==> config.mk <==
export PLATFORM = sky130hd
export DESIGN_NAME = ultrasonic_echo_ranger
export DESIGN_NICKNAME = d
export VERILOG_FILES = /design/src/rtl/core/uer_pkg.sv /design/src/rtl/core/uer_scale.sv /design/src/rtl/core/uer_ctrl.sv /design/src/rtl/core/ultrasonic_echo_ranger.sv
export SDC_FILE = /design/constraint.sdc
export NUM_CORES = 1
export LEC_CHECK = 0
export BUFFER_PORTS_ARGS = -buffer_cell sky130_fd_sc_hd__clkbuf_2
export CAP_MARGIN = 10
export CORE_ASPECT_RATIO = 1.75
export CORE_MARGIN = 3
export CORE_UTILIZATION = 40
export CTS_BUF_LIST = sky130_fd_sc_hd__clkbuf_8
export CTS_CLUSTER_DIAMETER = 60
export CTS_CLUSTER_SIZE = 14
export DETAILED_ROUTE_END_ITERATION = 10
export SETUP_SLACK_MARGIN = 0.02
export SLEW_MARGIN = 10
export SYNTH_ARGS = -nofsm -noshare
export SYNTH_HDL_FRONTEND = slang
export SYNTH_SLANG_ARGS = --single-unit
==> constraint.sdc <==
create_clock -name clock -period 16.1 [get_ports clock]
set_input_delay 1.61 -clock clock [delete_from_list [all_inputs] [get_ports clock]]
set_output_delay 1.61 -clock clock [all_outputs]
set_load 0.1 [all_outputs]
==> src/rtl/core/uer_pkg.sv <==
// Shared types and constants for the ultrasonic echo ranger.
`default_nettype none
package uer_pkg;

   typedef enum logic [1:0] {
      MODE_IDLE      = 2'd0,
      MODE_WAIT_RISE = 2'd1,
      MODE_WAIT_FALL = 2'd2
   } mode_type;

   localparam logic [1:0] STATUS_NONE    = 2'd0;
   localparam logic [1:0] STATUS_VALID   = 2'd1;
   localparam logic [1:0] STATUS_TIMEOUT = 2'd2;

   localparam int unsigned CSR_INDEX_WIDTH = 3;
   localparam logic [2:0] CSR_TICKS_PER_US = 3'd0;
   localparam logic [2:0] CSR_MIN_ECHO_US  = 3'd1;
   localparam logic [2:0] CSR_MAX_ECHO_US  = 3'd2;
   localparam logic [2:0] CSR_HOLDOFF_US   = 3'd3;
   localparam logic [2:0] CSR_TIMEOUT_US   = 3'd4;
   localparam logic [2:0] CSR_PULSE_US     = 3'd5;

   localparam logic [7:0]  RST_TICKS_PER_US = 8'd150;
   localparam logic [15:0] RST_MIN_ECHO_US  = 16'd116;
   localparam logic [15:0] RST_MAX_ECHO_US  = 16'd23300;
   localparam logic [15:0] RST_HOLDOFF_US   = 16'd60000;
   localparam logic [15:0] RST_TIMEOUT_US   = 16'd40000;
   localparam logic [7:0]  RST_PULSE_US     = 8'd10;

   localparam logic [7:0]  DEFAULT_TPU = 8'd150;
   localparam logic [16:0] SCALE_MUL   = 17'd112394;
   localparam int unsigned SCALE_SHIFT = 16;

   typedef struct packed {
      logic [7:0]  ticks_per_us;
      logic [15:0] min_echo_us;
      logic [15:0] max_echo_us;
      logic [15:0] holdoff_us;
      logic [15:0] timeout_us;
      logic [7:0]  pulse_us;
   } cfg_type;

   typedef struct packed {
      logic        trigger_level;
      logic [15:0] distance_centi_cm;
      logic [1:0]  result_status;
      logic        result_updated;
      logic        busy_res;
   } result_type;

endpackage
`default_nettype wire

==> src/rtl/core/uer_scale.sv <==
// Converts an echo width in microseconds to hundredths of a centimeter.
`default_nettype none
module uer_scale #(
   parameter int unsigned US_COUNT_WIDTH = 16
) (
   input  wire logic [US_COUNT_WIDTH-1:0] width_us,
   output logic [15:0]                    distance_centi_cm
);

   localparam int unsigned PROD_WIDTH = US_COUNT_WIDTH + 17;

   logic [PROD_WIDTH-1:0]     product;
   logic [US_COUNT_WIDTH:0]   scaled;

   always_comb begin
      product = PROD_WIDTH'(width_us) * PROD_WIDTH'(uer_pkg::SCALE_MUL);
      scaled  = product[PROD_WIDTH-1:uer_pkg::SCALE_SHIFT];
      if (|scaled[US_COUNT_WIDTH:16]) begin
         distance_centi_cm = 16'hFFFF;
      end else begin
         distance_centi_cm = scaled[15:0];
      end
   end

endmodule
`default_nettype wire

==> src/rtl/core/uer_ctrl.sv <==
// Measurement state machine, microsecond prescaler and counters.
`default_nettype none
module uer_ctrl #(
   parameter int unsigned US_COUNT_WIDTH = 16
) (
   input  wire logic               clock,
   input  wire logic               reset,
   input  wire logic               step,
   input  wire logic               echo_level,
   input  wire logic               start_request,
   input  wire uer_pkg::cfg_type   cfg,
   output uer_pkg::result_type     result
);

   localparam int unsigned W = US_COUNT_WIDTH;

   uer_pkg::mode_type mode_ff, mode_in;
   logic [7:0]   prescale_ff, prescale_in;
   logic [W-1:0] since_ff, since_in;
   logic [W-1:0] width_ff, width_in;
   logic         trig_before_ff, trig_before_in;
   logic [7:0]   pulse_left_ff, pulse_left_in;
   logic         last_echo_ff;
   logic [15:0]  held_dist_ff, held_dist_in;
   logic [1:0]   held_status_ff, held_status_in;

   logic [7:0]   tpu;
   logic         us_tick;
   logic [W-1:0] width_step;
   logic         rise;
   logic         fall;
   logic [15:0]  scaled_dist;

   uer_scale #(.US_COUNT_WIDTH(W)) u_scale (
      .width_us          (width_step),
      .distance_centi_cm (scaled_dist)
   );

   always_ff @(posedge clock) begin
      if (reset) begin
         mode_ff        <= uer_pkg::MODE_IDLE;
         prescale_ff    <= '0;
         since_ff       <= '0;
         width_ff       <= '0;
         trig_before_ff <= 1'b0;
         pulse_left_ff  <= '0;
         last_echo_ff   <= 1'b0;
         held_dist_ff   <= '0;
         held_status_ff <= uer_pkg::STATUS_NONE;
      end else if (step) begin
         mode_ff        <= mode_in;
         prescale_ff    <= prescale_in;
         since_ff       <= since_in;
         width_ff       <= width_in;
         trig_before_ff <= trig_before_in;
         pulse_left_ff  <= pulse_left_in;
         last_echo_ff   <= echo_level;
         held_dist_ff   <= held_dist_in;
         held_status_ff <= held_status_in;
      end
   end

   // The echo width used at a falling edge includes this tick's increment.
   always_comb begin
      tpu        = (cfg.ticks_per_us == 8'd0) ? uer_pkg::DEFAULT_TPU : cfg.ticks_per_us;
      us_tick    = ({1'b0, prescale_ff} + 9'd1) >= {1'b0, tpu};
      width_step = width_ff;
      if (us_tick && mode_ff == uer_pkg::MODE_WAIT_FALL && width_ff != '1) begin
         width_step = width_ff + W'(1);
      end
   end

   always_comb begin
      prescale_in = us_tick ? 8'd0 : prescale_ff + 8'd1;
      since_in    = since_ff;
      width_in    = width_step;
      pulse_left_in = pulse_left_ff;
      if (us_tick) begin
         if (since_ff != '1) begin
            since_in = since_ff + W'(1);
         end
         if (pulse_left_ff != 8'd0) begin
            pulse_left_in = pulse_left_ff - 8'd1;
         end
      end

      mode_in        = mode_ff;
      trig_before_in = trig_before_ff;
      held_dist_in   = held_dist_ff;
      held_status_in = held_status_ff;

      rise = echo_level && !last_echo_ff;
      fall = !echo_level && last_echo_ff && (mode_ff == uer_pkg::MODE_WAIT_FALL);

      if (rise) begin
         width_in = '0;
         mode_in  = uer_pkg::MODE_WAIT_FALL;
      end else if (fall) begin
         if (width_step >= W'(cfg.min_echo_us) && width_step <= W'(cfg.max_echo_us)) begin
            held_dist_in   = scaled_dist;
            held_status_in = uer_pkg::STATUS_VALID;
         end
         mode_in = uer_pkg::MODE_IDLE;
      end

      if (start_request && mode_in == uer_pkg::MODE_IDLE &&
          (!trig_before_ff || since_in >= W'(cfg.holdoff_us))) begin
         mode_in        = uer_pkg::MODE_WAIT_RISE;
         since_in       = '0;
         trig_before_in = 1'b1;
         pulse_left_in  = cfg.pulse_us;
      end

      case (mode_in)
         uer_pkg::MODE_IDLE: begin
         end
         default: begin
            if (since_in > W'(cfg.timeout_us)) begin
               mode_in        = uer_pkg::MODE_IDLE;
               held_status_in = uer_pkg::STATUS_TIMEOUT;
            end
         end
      endcase

      result.trigger_level     = (pulse_left_in != 8'd0);
      result.distance_centi_cm = held_dist_in;
      result.result_status     = held_status_in;
      result.result_updated    = (held_dist_in != held_dist_ff) ||
                                 (held_status_in != held_status_ff);
      result.busy_res          = (mode_in != uer_pkg::MODE_IDLE);
   end

endmodule
`default_nettype wire

==> src/rtl/core/ultrasonic_echo_ranger.sv <==
// Top level of the ultrasonic echo ranger: handshakes, registers and result stage.
//
//   channel  direction  handshake            payload
//   req_     in         req_valid/req_ready  echo_level, start_request
//   rsp_     out        rsp_valid/rsp_ready  trigger, distance, status, updated, busy
//   csr_     in         csr_valid/csr_ready  csr_index, csr_data
//
// One transaction per cycle sustained while rsp_ready stays high; a transaction's result is
// presented after passing through one input register and then one result register.
// Reset is synchronous and clears all control state and loads register defaults.
// A stalled result holds the result register; the input register still takes one
// more transaction before req_ready drops. csr_ready is always high.
`default_nettype none
module ultrasonic_echo_ranger #(
   parameter int unsigned US_COUNT_WIDTH = 16
) (
   input  wire logic        clock,
   input  wire logic        reset,
   input  wire logic        req_valid,
   output logic             req_ready,
   input  wire logic        req_echo_level,
   input  wire logic        req_start_request,
   output logic             rsp_valid,
   input  wire logic        rsp_ready,
   output logic             rsp_trigger_level,
   output logic [15:0]      rsp_distance_centi_cm,
   output logic [1:0]       rsp_result_status,
   output logic             rsp_result_updated,
   output logic             rsp_busy_res,
   input  wire logic        csr_valid,
   output logic             csr_ready,
   input  wire logic [uer_pkg::CSR_INDEX_WIDTH-1:0] csr_index,
   input  wire logic [15:0] csr_data
);

   uer_pkg::cfg_type    cfg_ff;
   uer_pkg::result_type result;
   uer_pkg::result_type rsp_ff;

   logic in_valid_ff, in_valid_in;
   logic in_echo_ff;
   logic in_start_ff;
   logic rsp_valid_ff, rsp_valid_in;
   logic advance;

   assign csr_ready = 1'b1;
   assign advance   = in_valid_ff && (!rsp_valid_ff || rsp_ready);
   assign req_ready = !in_valid_ff || advance;

   always_ff @(posedge clock) begin
      if (reset) begin
         cfg_ff.ticks_per_us <= uer_pkg::RST_TICKS_PER_US;
         cfg_ff.min_echo_us  <= uer_pkg::RST_MIN_ECHO_US;
         cfg_ff.max_echo_us  <= uer_pkg::RST_MAX_ECHO_US;
         cfg_ff.holdoff_us   <= uer_pkg::RST_HOLDOFF_US;
         cfg_ff.timeout_us   <= uer_pkg::RST_TIMEOUT_US;
         cfg_ff.pulse_us     <= uer_pkg::RST_PULSE_US;
      end else if (csr_valid && csr_ready) begin
         case (csr_index)
            uer_pkg::CSR_TICKS_PER_US: cfg_ff.ticks_per_us <= csr_data[7:0];
            uer_pkg::CSR_MIN_ECHO_US:  cfg_ff.min_echo_us  <= csr_data;
            uer_pkg::CSR_MAX_ECHO_US:  cfg_ff.max_echo_us  <= csr_data;
            uer_pkg::CSR_HOLDOFF_US:   cfg_ff.holdoff_us   <= csr_data;
            uer_pkg::CSR_TIMEOUT_US:   cfg_ff.timeout_us   <= csr_data;
            uer_pkg::CSR_PULSE_US:     cfg_ff.pulse_us     <= csr_data[7:0];
            default: begin
            end
         endcase
      end
   end

   always_comb begin
      in_valid_in = in_valid_ff;
      if (req_valid && req_ready) begin
         in_valid_in = 1'b1;
      end else if (advance) begin
         in_valid_in = 1'b0;
      end
      rsp_valid_in = rsp_valid_ff;
      if (advance) begin
         rsp_valid_in = 1'b1;
      end else if (rsp_ready) begin
         rsp_valid_in = 1'b0;
      end
   end

   always_ff @(posedge clock) begin
      if (reset) begin
         in_valid_ff  <= 1'b0;
         rsp_valid_ff <= 1'b0;
      end else begin
         in_valid_ff  <= in_valid_in;
         rsp_valid_ff <= rsp_valid_in;
      end
   end

   always_ff @(posedge clock) begin
      if (req_valid && req_ready) begin
         in_echo_ff  <= req_echo_level;
         in_start_ff <= req_start_request;
      end
      if (advance) begin
         rsp_ff <= result;
      end
   end

   uer_ctrl #(.US_COUNT_WIDTH(US_COUNT_WIDTH)) u_ctrl (
      .clock         (clock),
      .reset         (reset),
      .step          (advance),
      .echo_level    (in_echo_ff),
      .start_request (in_start_ff),
      .cfg           (cfg_ff),
      .result        (result)
   );

   assign rsp_valid             = rsp_valid_ff;
   assign rsp_trigger_level     = rsp_ff.trigger_level;
   assign rsp_distance_centi_cm = rsp_ff.distance_centi_cm;
   assign rsp_result_status     = rsp_ff.result_status;
   assign rsp_result_updated    = rsp_ff.result_updated;
   assign rsp_busy_res          = rsp_ff.busy_res;

endmodule
`default_nettype wire

Word-level counts from Yosys, hierarchy flattened. Index checks and enable logic that the tools add are counted.

Multiply operators: 1. Shifts and indexed selects: 0. Add/sub/neg operators: 5. Equality and inequality tests: 10. Reductions and logical operators: 35. Muxes and demuxes: 28. Divide/modulo/power cells: 0. Bitwise gates (word level): 0. Order comparisons: 5.

Operators with widths (count): $mux W16 (9); $mux W8 (5); $add A16 B1 Y16 const B (2); $ge A16 B16 Y1 (2); $mul A16 B16 Y32 const B (1); $ne A16 B16 Y1 const B (2); $mux W2 (10); $gt A16 B16 Y1 (1); $le A16 B16 Y1 (1); $ne A16 B16 Y1 (1); $reduce_bool A8 Y1 (2); $reduce_and A2 Y1 (7); $logic_and A1 B1 Y1 (10); $add A8 B1 Y9 const B (1); $ge A9 B8 Y1 (1); $add A8 B1 Y8 const B (1); $logic_not A8 Y1 (1); $sub A8 B1 Y8 const B (1); $eq A3 B2 Y1 const B (2); $eq A3 B3 Y1 const B (2); $reduce_bool A2 Y1 (3); $logic_not A1 Y1 (5); $logic_not A2 Y1 (2); $logic_or A1 B1 Y1 (4); 5 further kinds (8).

RAM bits: 0. Bits in registers: 175. Bits in read-only memories: 0. Input bits: 26. Latch bits: 0. Memories kept: 0. Output and inout port bits: 24. Logic and storage cells: 108.

Logic depth before layout (Yosys ltp). Gate-level depths: netlist (run 1).

Depth after elaboration: 15. Gate-level depth with buffers: 39. Mapped depth without buffers: 38.

By module. A second synthesis (run 1) with hierarchy kept.

Cells, all modules: 1605. Area, all modules: 14775.4 µm².

Modules (own cells, without submodules): uer_ctrl (sequential area each 1401.3 µm², times used 1, cells each 804, area each 6289.8 µm²); uer_scale (sequential area each 0.0 µm², times used 1, cells each 458, area each 4451.8 µm²); ultrasonic_echo_ranger (sequential area each 2332.2 µm², times used 1, cells each 343, area each 4033.9 µm²).

Least setup slack after synthesis (run 1). No wires, ideal clock.

Kind: register -> register. Start point: register u_ctrl.prescale_ff[0]. End point: register rsp_ff (netlist bit rsp_result_updated) (data pin). Slack: 6.489 ns. Required time: 15.826 ns. Path buffers: 0. Data arrival time: 9.338 ns. Clock period less this slack: 9.611 ns. Library setup time: 0.274 ns. Cell stages (with the launch flop): 38. Cell sequence: dfxtp_1 > ha_1 > and3_4 > nand3_1 > xnor2_1 > ha_1 > and3_1 > a221o_1 > a31oi_4 > a21oi_1 > nand2_1 > nor2_1 > and3_1 > xor2_1 > xnor2_1 > ha_1 > or2_2 > fa_1 > [... 2 more ...] > inv_1 > fa_1 > fa_1 > inv_1 > fa_1 > inv_1 > ha_1 > and3_1 > a221oi_1 > o211ai_1 > nor2_1 > a31oi_4 > a221o_2 > xnor2_1 > o221ai_1 > a2111o_1 > nor4_1 > a41oi_1.

RTL lines: start: declaration (line uer_ctrl.sv:18) `logic [7:0] prescale_ff, prescale_in;`; start signal: assignment (line uer_ctrl.sv:52) `prescale_ff <= prescale_in;`; end signal: assignment (line ultrasonic_echo_ranger.sv:103) `rsp_ff <= result;`; end: declaration (line ultrasonic_echo_ranger.sv:38) `uer_pkg::result_type rsp_ff;`.

==> results of run 1 <==
[area by class of cell]
| type | instances | area [um^2] |
|---|---|---|
| timing repair buffer | 61 | 340.3 |
| fill | 3654 | 20370 |
| multi-input combinational | 1342 | 9997 |
| clock inverter | 14 | 180.2 |
| inverter | 214 | 803.3 |
| antenna | 1 | 2.502 |
| clock buffer | 18 | 247.7 |
| tap | 470 | 588.1 |
| sequential | 175 | 3734 |
[sequential cells by signal (all words and copies together) (netlist names)]
| name | flops |
|---|---|
| u_ctrl.mode_ff | 2 |
| rsp_busy_res | 1 |
| rsp_result_updated | 1 |
| in_echo_ff | 1 |
| rsp_valid | 1 |
| u_ctrl.held_status_ff | 2 |
| in_start_ff | 1 |
| u_ctrl.last_echo_ff | 1 |
| u_ctrl.held_dist_ff | 16 |
| u_ctrl.since_ff | 16 |
| cfg_ff | 80 |
| rsp_distance_centi_cm | 16 |
| rsp_result_status | 2 |
| u_ctrl.width_ff | 16 |
| in_valid_ff | 1 |
| u_ctrl.pulse_left_ff | 8 |
| u_ctrl.prescale_ff | 8 |
| rsp_trigger_level | 1 |
| u_ctrl.trig_before_ff | 1 |
[power by group through the flow]
stage | logic, mW | registers (mW) | clock network, mW
6_report | 0.0824 | 0.456 | 0.342
4_1_cts | 0.0828 | 0.457 | 0.350
3_5_place_dp | 0.0825 | 0.467 | 0
2_1_floorplan | 0.0426 | 0.481 | 0
3_3_place_gp | 0.0819 | 0.467 | 0
5_1_grt | 0.0895 | 0.458 | 0.365
[cells in the mapped netlist, types with 18 or more instances]
| library cell | instances | area (um^2) |
|---|---|---|
| nand2_1 | 265 | 994.7 |
| nor2_1 | 126 | 473.0 |
| nand3b_1 | 19 | 142.6 |
| edfxtp_1 | 23 | 690.7 |
| a21o_1 | 25 | 187.7 |
| dfxtp_1 | 152 | 3043 |
| ha_1 | 190 | 2377 |
| nor2b_1 | 24 | 150.1 |
| a211o_1 | 18 | 157.7 |
| inv_1 | 213 | 799.5 |
| and3_1 | 21 | 131.4 |
| a31oi_1 | 21 | 131.4 |
| nand4_1 | 23 | 143.9 |
| a21oi_1 | 167 | 835.8 |
| xnor2_1 | 45 | 394.1 |
| xor2_1 | 20 | 175.2 |
| clkbuf_1 | 55 | 206.5 |
| o21ai_0 | 52 | 260.3 |
| nor3_1 | 29 | 145.1 |
| fa_1 | 76 | 1521 |
| nand3_1 | 41 | 205.2 |
[tightest hold or removal path, cell delays in order (launching register included)]
cell and delay [ns]:
dfxtp_1 0.32, nand2_1 0.05, a21oi_1 0.05
[kinds of logic after synthesis]
logic type | count (synthesis)
other cells | 1
flops | 175
buf+inv | 278
compound gates | 379
xor+xnor | 68
simple gates | 614
fa+ha+maj | 266
mux | 14
[worst max path at each step]
stage,start,to,cells after the start
2_1_floorplan,u_ctrl.prescale_ff[0]$_SDFFE_PP0P_,rsp_result_updated$_DFFE_PP_,37
5_1_grt,u_ctrl.prescale_ff[2]$_SDFFE_PP0P_,rsp_result_updated$_DFFE_PP_,35
3_5_place_dp,u_ctrl.prescale_ff[0]$_SDFFE_PP0P_,rsp_result_updated$_DFFE_PP_,35
3_3_place_gp,u_ctrl.prescale_ff[0]$_SDFFE_PP0P_,rsp_result_updated$_DFFE_PP_,35
6_report,u_ctrl.prescale_ff[0]$_SDFFE_PP0P_,rsp_result_updated$_DFFE_PP_,35
4_1_cts,u_ctrl.prescale_ff[0]$_SDFFE_PP0P_,rsp_result_updated$_DFFE_PP_,35
[per-layer routing]
metal | up-vias | wire length (um) | global-route usage
li1 | 6141 | - | -
met1 | 5938 | 14650 | 0.2155
met2 | 265 | 23680 | 0.4278
met3 | 126 | 1131 | 0.02675
met4 | 0 | 3279 | 0.1483
met5 | - | 0 | 0
[stage by stage]
stage | cells | area, um^2 | utilization
5_1_grt | 2295 | 15890 | 0.4383
3_5_place_dp | 2262 | 15460 | 0.4264
3_3_place_gp | 2262 | 15460 | 0.4264
6_report | 2295 | 15890 | 0.4383
2_1_floorplan | 1795 | 14780 | -
4_1_cts | 2294 | 15890 | 0.4382
==> flow_summary.ini, run 1 <==
[outcome]
status = finished, final reports clean

[pwr]
ir_drop_mv = 0.05492
switching_share = 0.2818
power.switching_mw = 0.2482
p_comb_frac = 0.094
power_per_cell_area_nw_per_um2 = 55.42
p_total_mw = 0.8808
power_leakage_nw = 7.568
p_seq_frac = 0.518
p_int_mw = 0.6326
pwr-share-clk = 0.388

[logic_synthesis]
synth-simple-area-share = 0.1932
synth-main-ff-cell = dfxtp_1
mappedNetlistArea_um2 = 14780
synthXorXnorAreaFrac = 0.04385
synth.distinct_cells = 76
ys_warn_count = 0
synthesis.nets = 2087
synth_edf_count = 23
synth_top_family_by_area = adder cells
synth-seq-area-share = 0.2526
synth_mux_area_frac = 0.009988
synth_compound_area_frac = 0.1645
syn-instance-count = 1795
synth-async-reset-ratio = 0
ys_seq_elements = 175
yosys.area_share.adder = 0.2638
syn_area_per_cell_um2 = 8.235

[floorplanning]
num_rows = 92
die_h_um = 260.3
start_util = 0.4077
dieArea_um2 = 39390
core_area_um2 = 36260
pin_count = 50
fp.dieW_um = 151.3

[critical_path]
timing.rr.end = rsp_result_updated$_DFFE_PP_
critical-path-max-stage-delay_ns = 0.74
path_max_fanout = 25
cpMaxStageDelayCell = xor2_1
reg2reg_from = u_ctrl.prescale_ff[0]$_SDFFE_PP0P_
r2r_cells = 35
critPathTopFamily = adder cells
start_kind = flip-flop
crit_required_ns = 16.33
cp_num_buf_inv = 5
reg2reg_slack_ns = 4.84
cp.arrival_ns = 11.50
crit_type = reg -> reg
endpoint_kind = flip-flop

[sta]
setup_viol = 0
final_max_slew_viol_count = 0
min_period_over_period = 0.6996
max-slew-margin-rel = 0.3583
fmax_mhz = 88.79
worst_slew_pin_slew_ns = 0.9591
hold_viol = 0
setup_ws_ns = 4.837
skew_ns = 0.02161
fin_setup_tns_ns = 0
period_needed_ns = 11.26
timing.hold.ws_ns = 0.4572
grt_setup_unrepaired = false

[route]
postRouteAntennaNets = 0
wl_um = 42740
routed_via_density = 5.434
via_count = 12470
dr.pass1.iters = 5
post_drt_wl_per_cell_um = 18.62
drc = 0
initialDrtViolationCount = 636

[clock_network]
cts_inserted_buffers = 17
clockBufferDepth = 2
clkLatencyLatePin_ns = 0.49
htreeDepth = 4
cts.repair.resized = 0
cts_setup_buffers = 0
cts_hold_buffers = 0
cts.sinks = 175
clockRootBuffer = clkbuf_8
cts_tree = done
path_clk_slew_ns = 0.10

[global_routing]
overflow = 0
grt_antenna_before_repair = 1
grt_util_all_layers = 0.2227
grt_pass1_wl_um = 67560
grt_start_max_net_pins = 88
grt_pass1_vias = 12788

[final_layout]
nets = 2103
layout_common_cells = 265 x nand2_1, 214 x inv_1, 190 x ha_1, 166 x a21oi_1, 152 x dfxtp_1
synthToLayoutAreaGrowth_pct = 7.516
layout_commonest_cell = nand2_1
drive_gt1_frac = 0.07018

[place]
dp_hpwl_um = 33920
port_buffers = 48
dp_slack_ns = 4.880
place.gp.congestion = 1.008

[hold_path]
hold_path_end = cfg_ff[22]$_SDFFE_PP0P_
hold_path_class = reg -> reg
whs_path_depth = 2
min_from = cfg_ff[22]$_SDFFE_PP0P_

[job]
maxCapViolations = 0
(Power assumes the default switching activity.)
==> run 2, diff against run 1 <==
Clock period 16.1 ns to 11.5 ns, I/O delays scaled along.
==> flow_summary.ini, run 2 (same netlist as run 1, synthesis figures left out) <==
[outcome]
status = finished, final reports clean

[pwr]
power_per_cell_area_nw_per_um2 = 73.76
ir_drop_mv = 0.07490
power_leakage_nw = 7.574

[global_routing]
grt_pass1_wl_um = 68360
grt_start_max_net_pins = 87
use_met1 = 0.2125
grt.busiest_layer = met2
grt_antenna_before_repair = 1
grtUsageMet2 = 0.4335
met3_usage = 0.02502
grt_pass1_vias = 12927
overflow = 0
grt_util_all_layers = 0.2263

[critical_path]
crit_type = reg -> reg
crit_top_cell = fa_1
cp.arrival_ns = 10.63
reg2reg_from = u_ctrl.prescale_ff[2]$_SDFFE_PP0P_
cpMaxStageDelayCell = fa_1
critical-path-max-stage-delay_ns = 0.55
start_kind = flip-flop
endpoint_kind = flip-flop
path_max_fanout = 25
crit_required_ns = 11.74
crit_start = u_ctrl.prescale_ff[2]$_SDFFE_PP0P_

[floorplanning]
fp.dieW_um = 151.3
core_area_um2 = 36260
pin_count = 50
dieArea_um2 = 39390
num_rows = 92
start_util = 0.4077
die_h_um = 260.3

[final_layout]
nFillCells = 3738
fin_area_um2 = 15880
largest_register_ffs = 80
drive_gt1_frac = 0.07322
layout_commonest_cell = nand2_1
nets = 2109
top_register = cfg_ff
synthToLayoutAreaGrowth_pct = 7.424
layout_common_cells = 265 x nand2_1, 214 x inv_1, 190 x ha_1, 166 x a21oi_1, 152 x dfxtp_1

[clock_network]
cts_inserted_buffers = 17
cts_hold_buffers = 0
cts.repair.resized = 0
cts.sinks = 175
htreeDepth = 4
cts_setup_buffers = 0
cts_tree = done
clockRootBuffer = clkbuf_8
clkLatencyLatePin_ns = 0.50
path_clk_slew_ns = 0.10
clockBufferDepth = 2

[sta]
setup_viol = 0
period_needed_ns = 10.39
max-slew-margin-rel = 0.2801
fin_setup_tns_ns = 0
worst_slew_pin_slew_ns = 1.076
skew_ns = 0.02131
fmax_mhz = 96.26
min_period_over_period = 0.9034
final_max_slew_viol_count = 0
hold_viol = 0
grt_setup_unrepaired = false

[route]
via_count = 12447
postRouteAntennaNets = 0
routed_via_density = 5.409
drc = 0
dr.pass1.iters = 5
initialDrtViolationCount = 681
wl_um = 43160
post_drt_wl_per_cell_um = 18.76

[hold_path]
hold_path_class = reg -> reg
min_from = cfg_ff[64]$_SDFFE_PP0P_

[job]
maxCapViolations = 0

[place]
place.gp.congestion = 1.002
port_buffers = 48
place_area_um2 = 15510
dp_hpwl_um = 34730
[run 2: changes by cell type in the layout (fill, tap and decap cells not counted), sizes merged]
cell	delta
bufinv	-3
buf	+6
inv	-3
clkinv	+3
clkbuf	+3
[run 2: worst max-delay path: cells and delay by family (launching register included)]
family | cells | cell delay, ns
DFF | 1 | 0.41
adders and majority gates | 8 | 3.80
AOI/OAI and AO/OA | 11 | 2.38
xor gates and xnor gates | 3 | 0.50
buffers and inverters | 8 | 1.09
and+or+nand+nor | 9 | 1.91
[run 2: power breakdown]
group	switching, mW	internal (mW)	total (mW)
clock network	0.243	0.174	0.417
logic	0.0870	0.0283	0.115
registers	0.00778	0.631	0.639
total	0.337	0.834	1.17
[run 2: layer usage]
metal,wire (um),share of wire
met5,0,0
met4,3716,0.086
met3,1000,0.023
met2,23910,0.55
met1,14530,0.34
[run 2: layout make-up]
cell class,count,area (um^2),area share
multi-input combinational,1342,9997,0.6296
sequential,175,3734,0.2351
inverter,214,803.3,0.05059
tap,470,588.1,0.03703
timing repair buffer,67,385.4,0.02427
clock buffer,21,289.0,0.01820
clock inverter,11,80.08,0.005043
antenna,1,2.502,0.0001576
[run 2: worst paths after layout]
path | end | slack [ns] | cells after the start
max | rsp_result_updated$_DFFE_PP_ | 1.11 | 39
min | cfg_ff[64]$_SDFFE_PP0P_ | 0.46 | 2
max reg2reg | rsp_result_updated$_DFFE_PP_ | 1.11 | 39
min reg2reg | cfg_ff[64]$_SDFFE_PP0P_ | 0.46 | 2
[run 2: stage by stage]
step           setup slack, ns  cells  hold slack (ns)    util  power [mW]
4_1_cts                  1.160   2300           0.4608  0.4379       1.186
3_5_place_dp             1.176   2268           0.4470  0.4277      0.7694
3_3_place_gp             1.426   2268           0.4437  0.4277      0.7681
2_1_floorplan            1.889   1795           0.4360       -      0.7333
5_1_grt                 0.5441   2301           0.4761  0.4379       1.219
6_report                 1.111   2301           0.4583  0.4379       1.171
==> run 3, diff against run 2 <==
Settings changed: CELL_PAD_IN_SITES_DETAIL_PLACEMENT from default to 0, CELL_PAD_IN_SITES_GLOBAL_PLACEMENT from default to 2, PLACE_DENSITY_LB_ADDON from default to 0.1.
==> flow_summary.ini, run 3 (same netlist as run 1, synthesis figures left out) <==
[final_layout]
layout_common_cells = 265 x nand2_1, 212 x inv_1, 190 x ha_1, 166 x a21oi_1, 152 x dfxtp_1
drive_gt1_frac = 0.07482
layout_commonest_cell = nand2_1
fin_area_um2 = 15900
top_register = cfg_ff
final_cells = 2302
nFillCells = 3772
largest_register_ffs = 80
synthToLayoutAreaGrowth_pct = 7.567
nets = 2110

[floorplanning]
die_h_um = 260.3
start_util = 0.4077
fp.dieW_um = 151.3
pin_count = 50
dieArea_um2 = 39390
num_rows = 92
core_area_um2 = 36260

[sta]
skew_ns = 0.03140
worst_slew_pin_slew_ns = 0.9894
hold_viol = 0
grt_setup_unrepaired = false
final_max_slew_viol_count = 0
timing.hold.ws_ns = 0.4573
fmax_mhz = 95.10
fin_setup_tns_ns = 0
setup_viol = 0
period_needed_ns = 10.52
max-slew-margin-rel = 0.3380
min_period_over_period = 0.9144

[critical_path]
reg2reg_slack_ns = 0.98
endpoint_kind = flip-flop
r2r_cells = 36
start_kind = flip-flop
critical-path-max-stage-delay_ns = 0.58
reg2reg_from = u_ctrl.prescale_ff[0]$_SDFFE_PP0P_
crit_top_cell = ha_1
cpMaxStageDelayCell = xnor2_1
crit_required_ns = 11.75
cp.arrival_ns = 10.77
crit_type = reg -> reg
timing.rr.end = rsp_result_updated$_DFFE_PP_
path_max_fanout = 7

[route]
post_drt_wl_per_cell_um = 20.00
postRouteAntennaNets = 0
initialDrtViolationCount = 489
dr.pass1.iters = 6
routed_via_density = 5.350
wl_um = 46050
drc = 0
via_count = 12315

[place]
dp_cells = 2269
dp_hpwl_um = 36730
place_area_um2 = 15510
place.gp.congestion = 0.9025
port_buffers = 48

[clock_network]
clockRootBuffer = clkbuf_8
cts.repair.resized = 0
cts_hold_buffers = 0
cts_setup_buffers = 0
htreeDepth = 4
cts.sinks = 175
clkLatencyLatePin_ns = 0.51
path_clk_slew_ns = 0.12
cts_tree = done
cts_inserted_buffers = 17
clockBufferDepth = 2

[job]
maxCapViolations = 0

[pwr]
power_leakage_nw = 7.567
ir_drop_mv = 0.07431
power_per_cell_area_nw_per_um2 = 74.87

[global_routing]
grt_util_all_layers = 0.2411
grt_start_max_net_pins = 81
grt_antenna_before_repair = 1
overflow = 0
grt_pass1_vias = 12902
grt_pass1_wl_um = 71570

[hold_path]
hold_path_end = cfg_ff[44]$_SDFFE_PP0P_
hold_path_class = reg -> reg
min_from = cfg_ff[44]$_SDFFE_PP0P_
whs_path_depth = 2

[outcome]
status = finished, final reports clean
## run 3: cell count changes in the layout (fill, tap and decap cells not counted), sizes merged
cell | before | now
clkinv | 5 | 7
buf | 20 | 21
clkbuf | 68 | 64
clkinvlp | 1 | 3
## run 3: metal layers
metal	track usage	share of wire	vias up
li1	-	-	6150
met1	0.2282	0.34	5852
met2	0.4819	0.57	208
met3	0.02606	0.020	105
met4	0.1382	0.063	0
met5	0	0	-
## run 3: worst max-delay path: cells and delay by family, from the launching register on
| family | cells | cell delay [ns] |
|---|---|---|
| fa+ha+maj | 9 | 3.54 |
| compound gates | 12 | 3.14 |
| simple gates | 8 | 1.59 |
| xor+xnor | 4 | 1.26 |
| flops | 1 | 0.40 |
| buf+inv | 3 | 0.31 |
## run 3: power breakdown
part	internal, mW	switching [mW]	total, mW
combinational	0.0282	0.0881	0.116
clock	0.160	0.275	0.435
sequential	0.631	0.00769	0.639
## run 3: area by class of cell
type | instances | area, um^2 | area share
antenna | 1 | 2.502 | 0.0001574
clock buffer | 17 | 234.0 | 0.01472
clock inverter | 15 | 148.9 | 0.009364
inverter | 214 | 803.3 | 0.05052
multi-input combinational | 1342 | 9997 | 0.6287
sequential | 175 | 3734 | 0.2348
tap | 470 | 588.1 | 0.03698
timing repair buffer | 68 | 392.9 | 0.02471
## run 3: how the worst max path moves through the flow
stage	startpoint	endpoint	depth (start not counted)
CTS	u_ctrl.prescale_ff[0]$_SDFFE_PP0P_	rsp_result_updated$_DFFE_PP_	36
detailed placement	u_ctrl.prescale_ff[0]$_SDFFE_PP0P_	rsp_result_updated$_DFFE_PP_	36
global placement	u_ctrl.prescale_ff[0]$_SDFFE_PP0P_	rsp_result_updated$_DFFE_PP_	36
floorplan	u_ctrl.prescale_ff[0]$_SDFFE_PP0P_	rsp_result_updated$_DFFE_PP_	37
global route	u_ctrl.prescale_ff[2]$_SDFFE_PP0P_	rsp_result_updated$_DFFE_PP_	36
finish	u_ctrl.prescale_ff[0]$_SDFFE_PP0P_	rsp_result_updated$_DFFE_PP_	36
## run 3: per-stage QoR
step           utilization  worst slack (ns)  power (mW)
2_1_floorplan            -             1.889      0.7333
3_3_place_gp        0.4279             1.279      0.7707
3_5_place_dp        0.4279            0.9132      0.7715
4_1_cts             0.4384            0.9483       1.214
5_1_grt             0.4385            0.2693       1.244
6_report            0.4385            0.9850       1.190
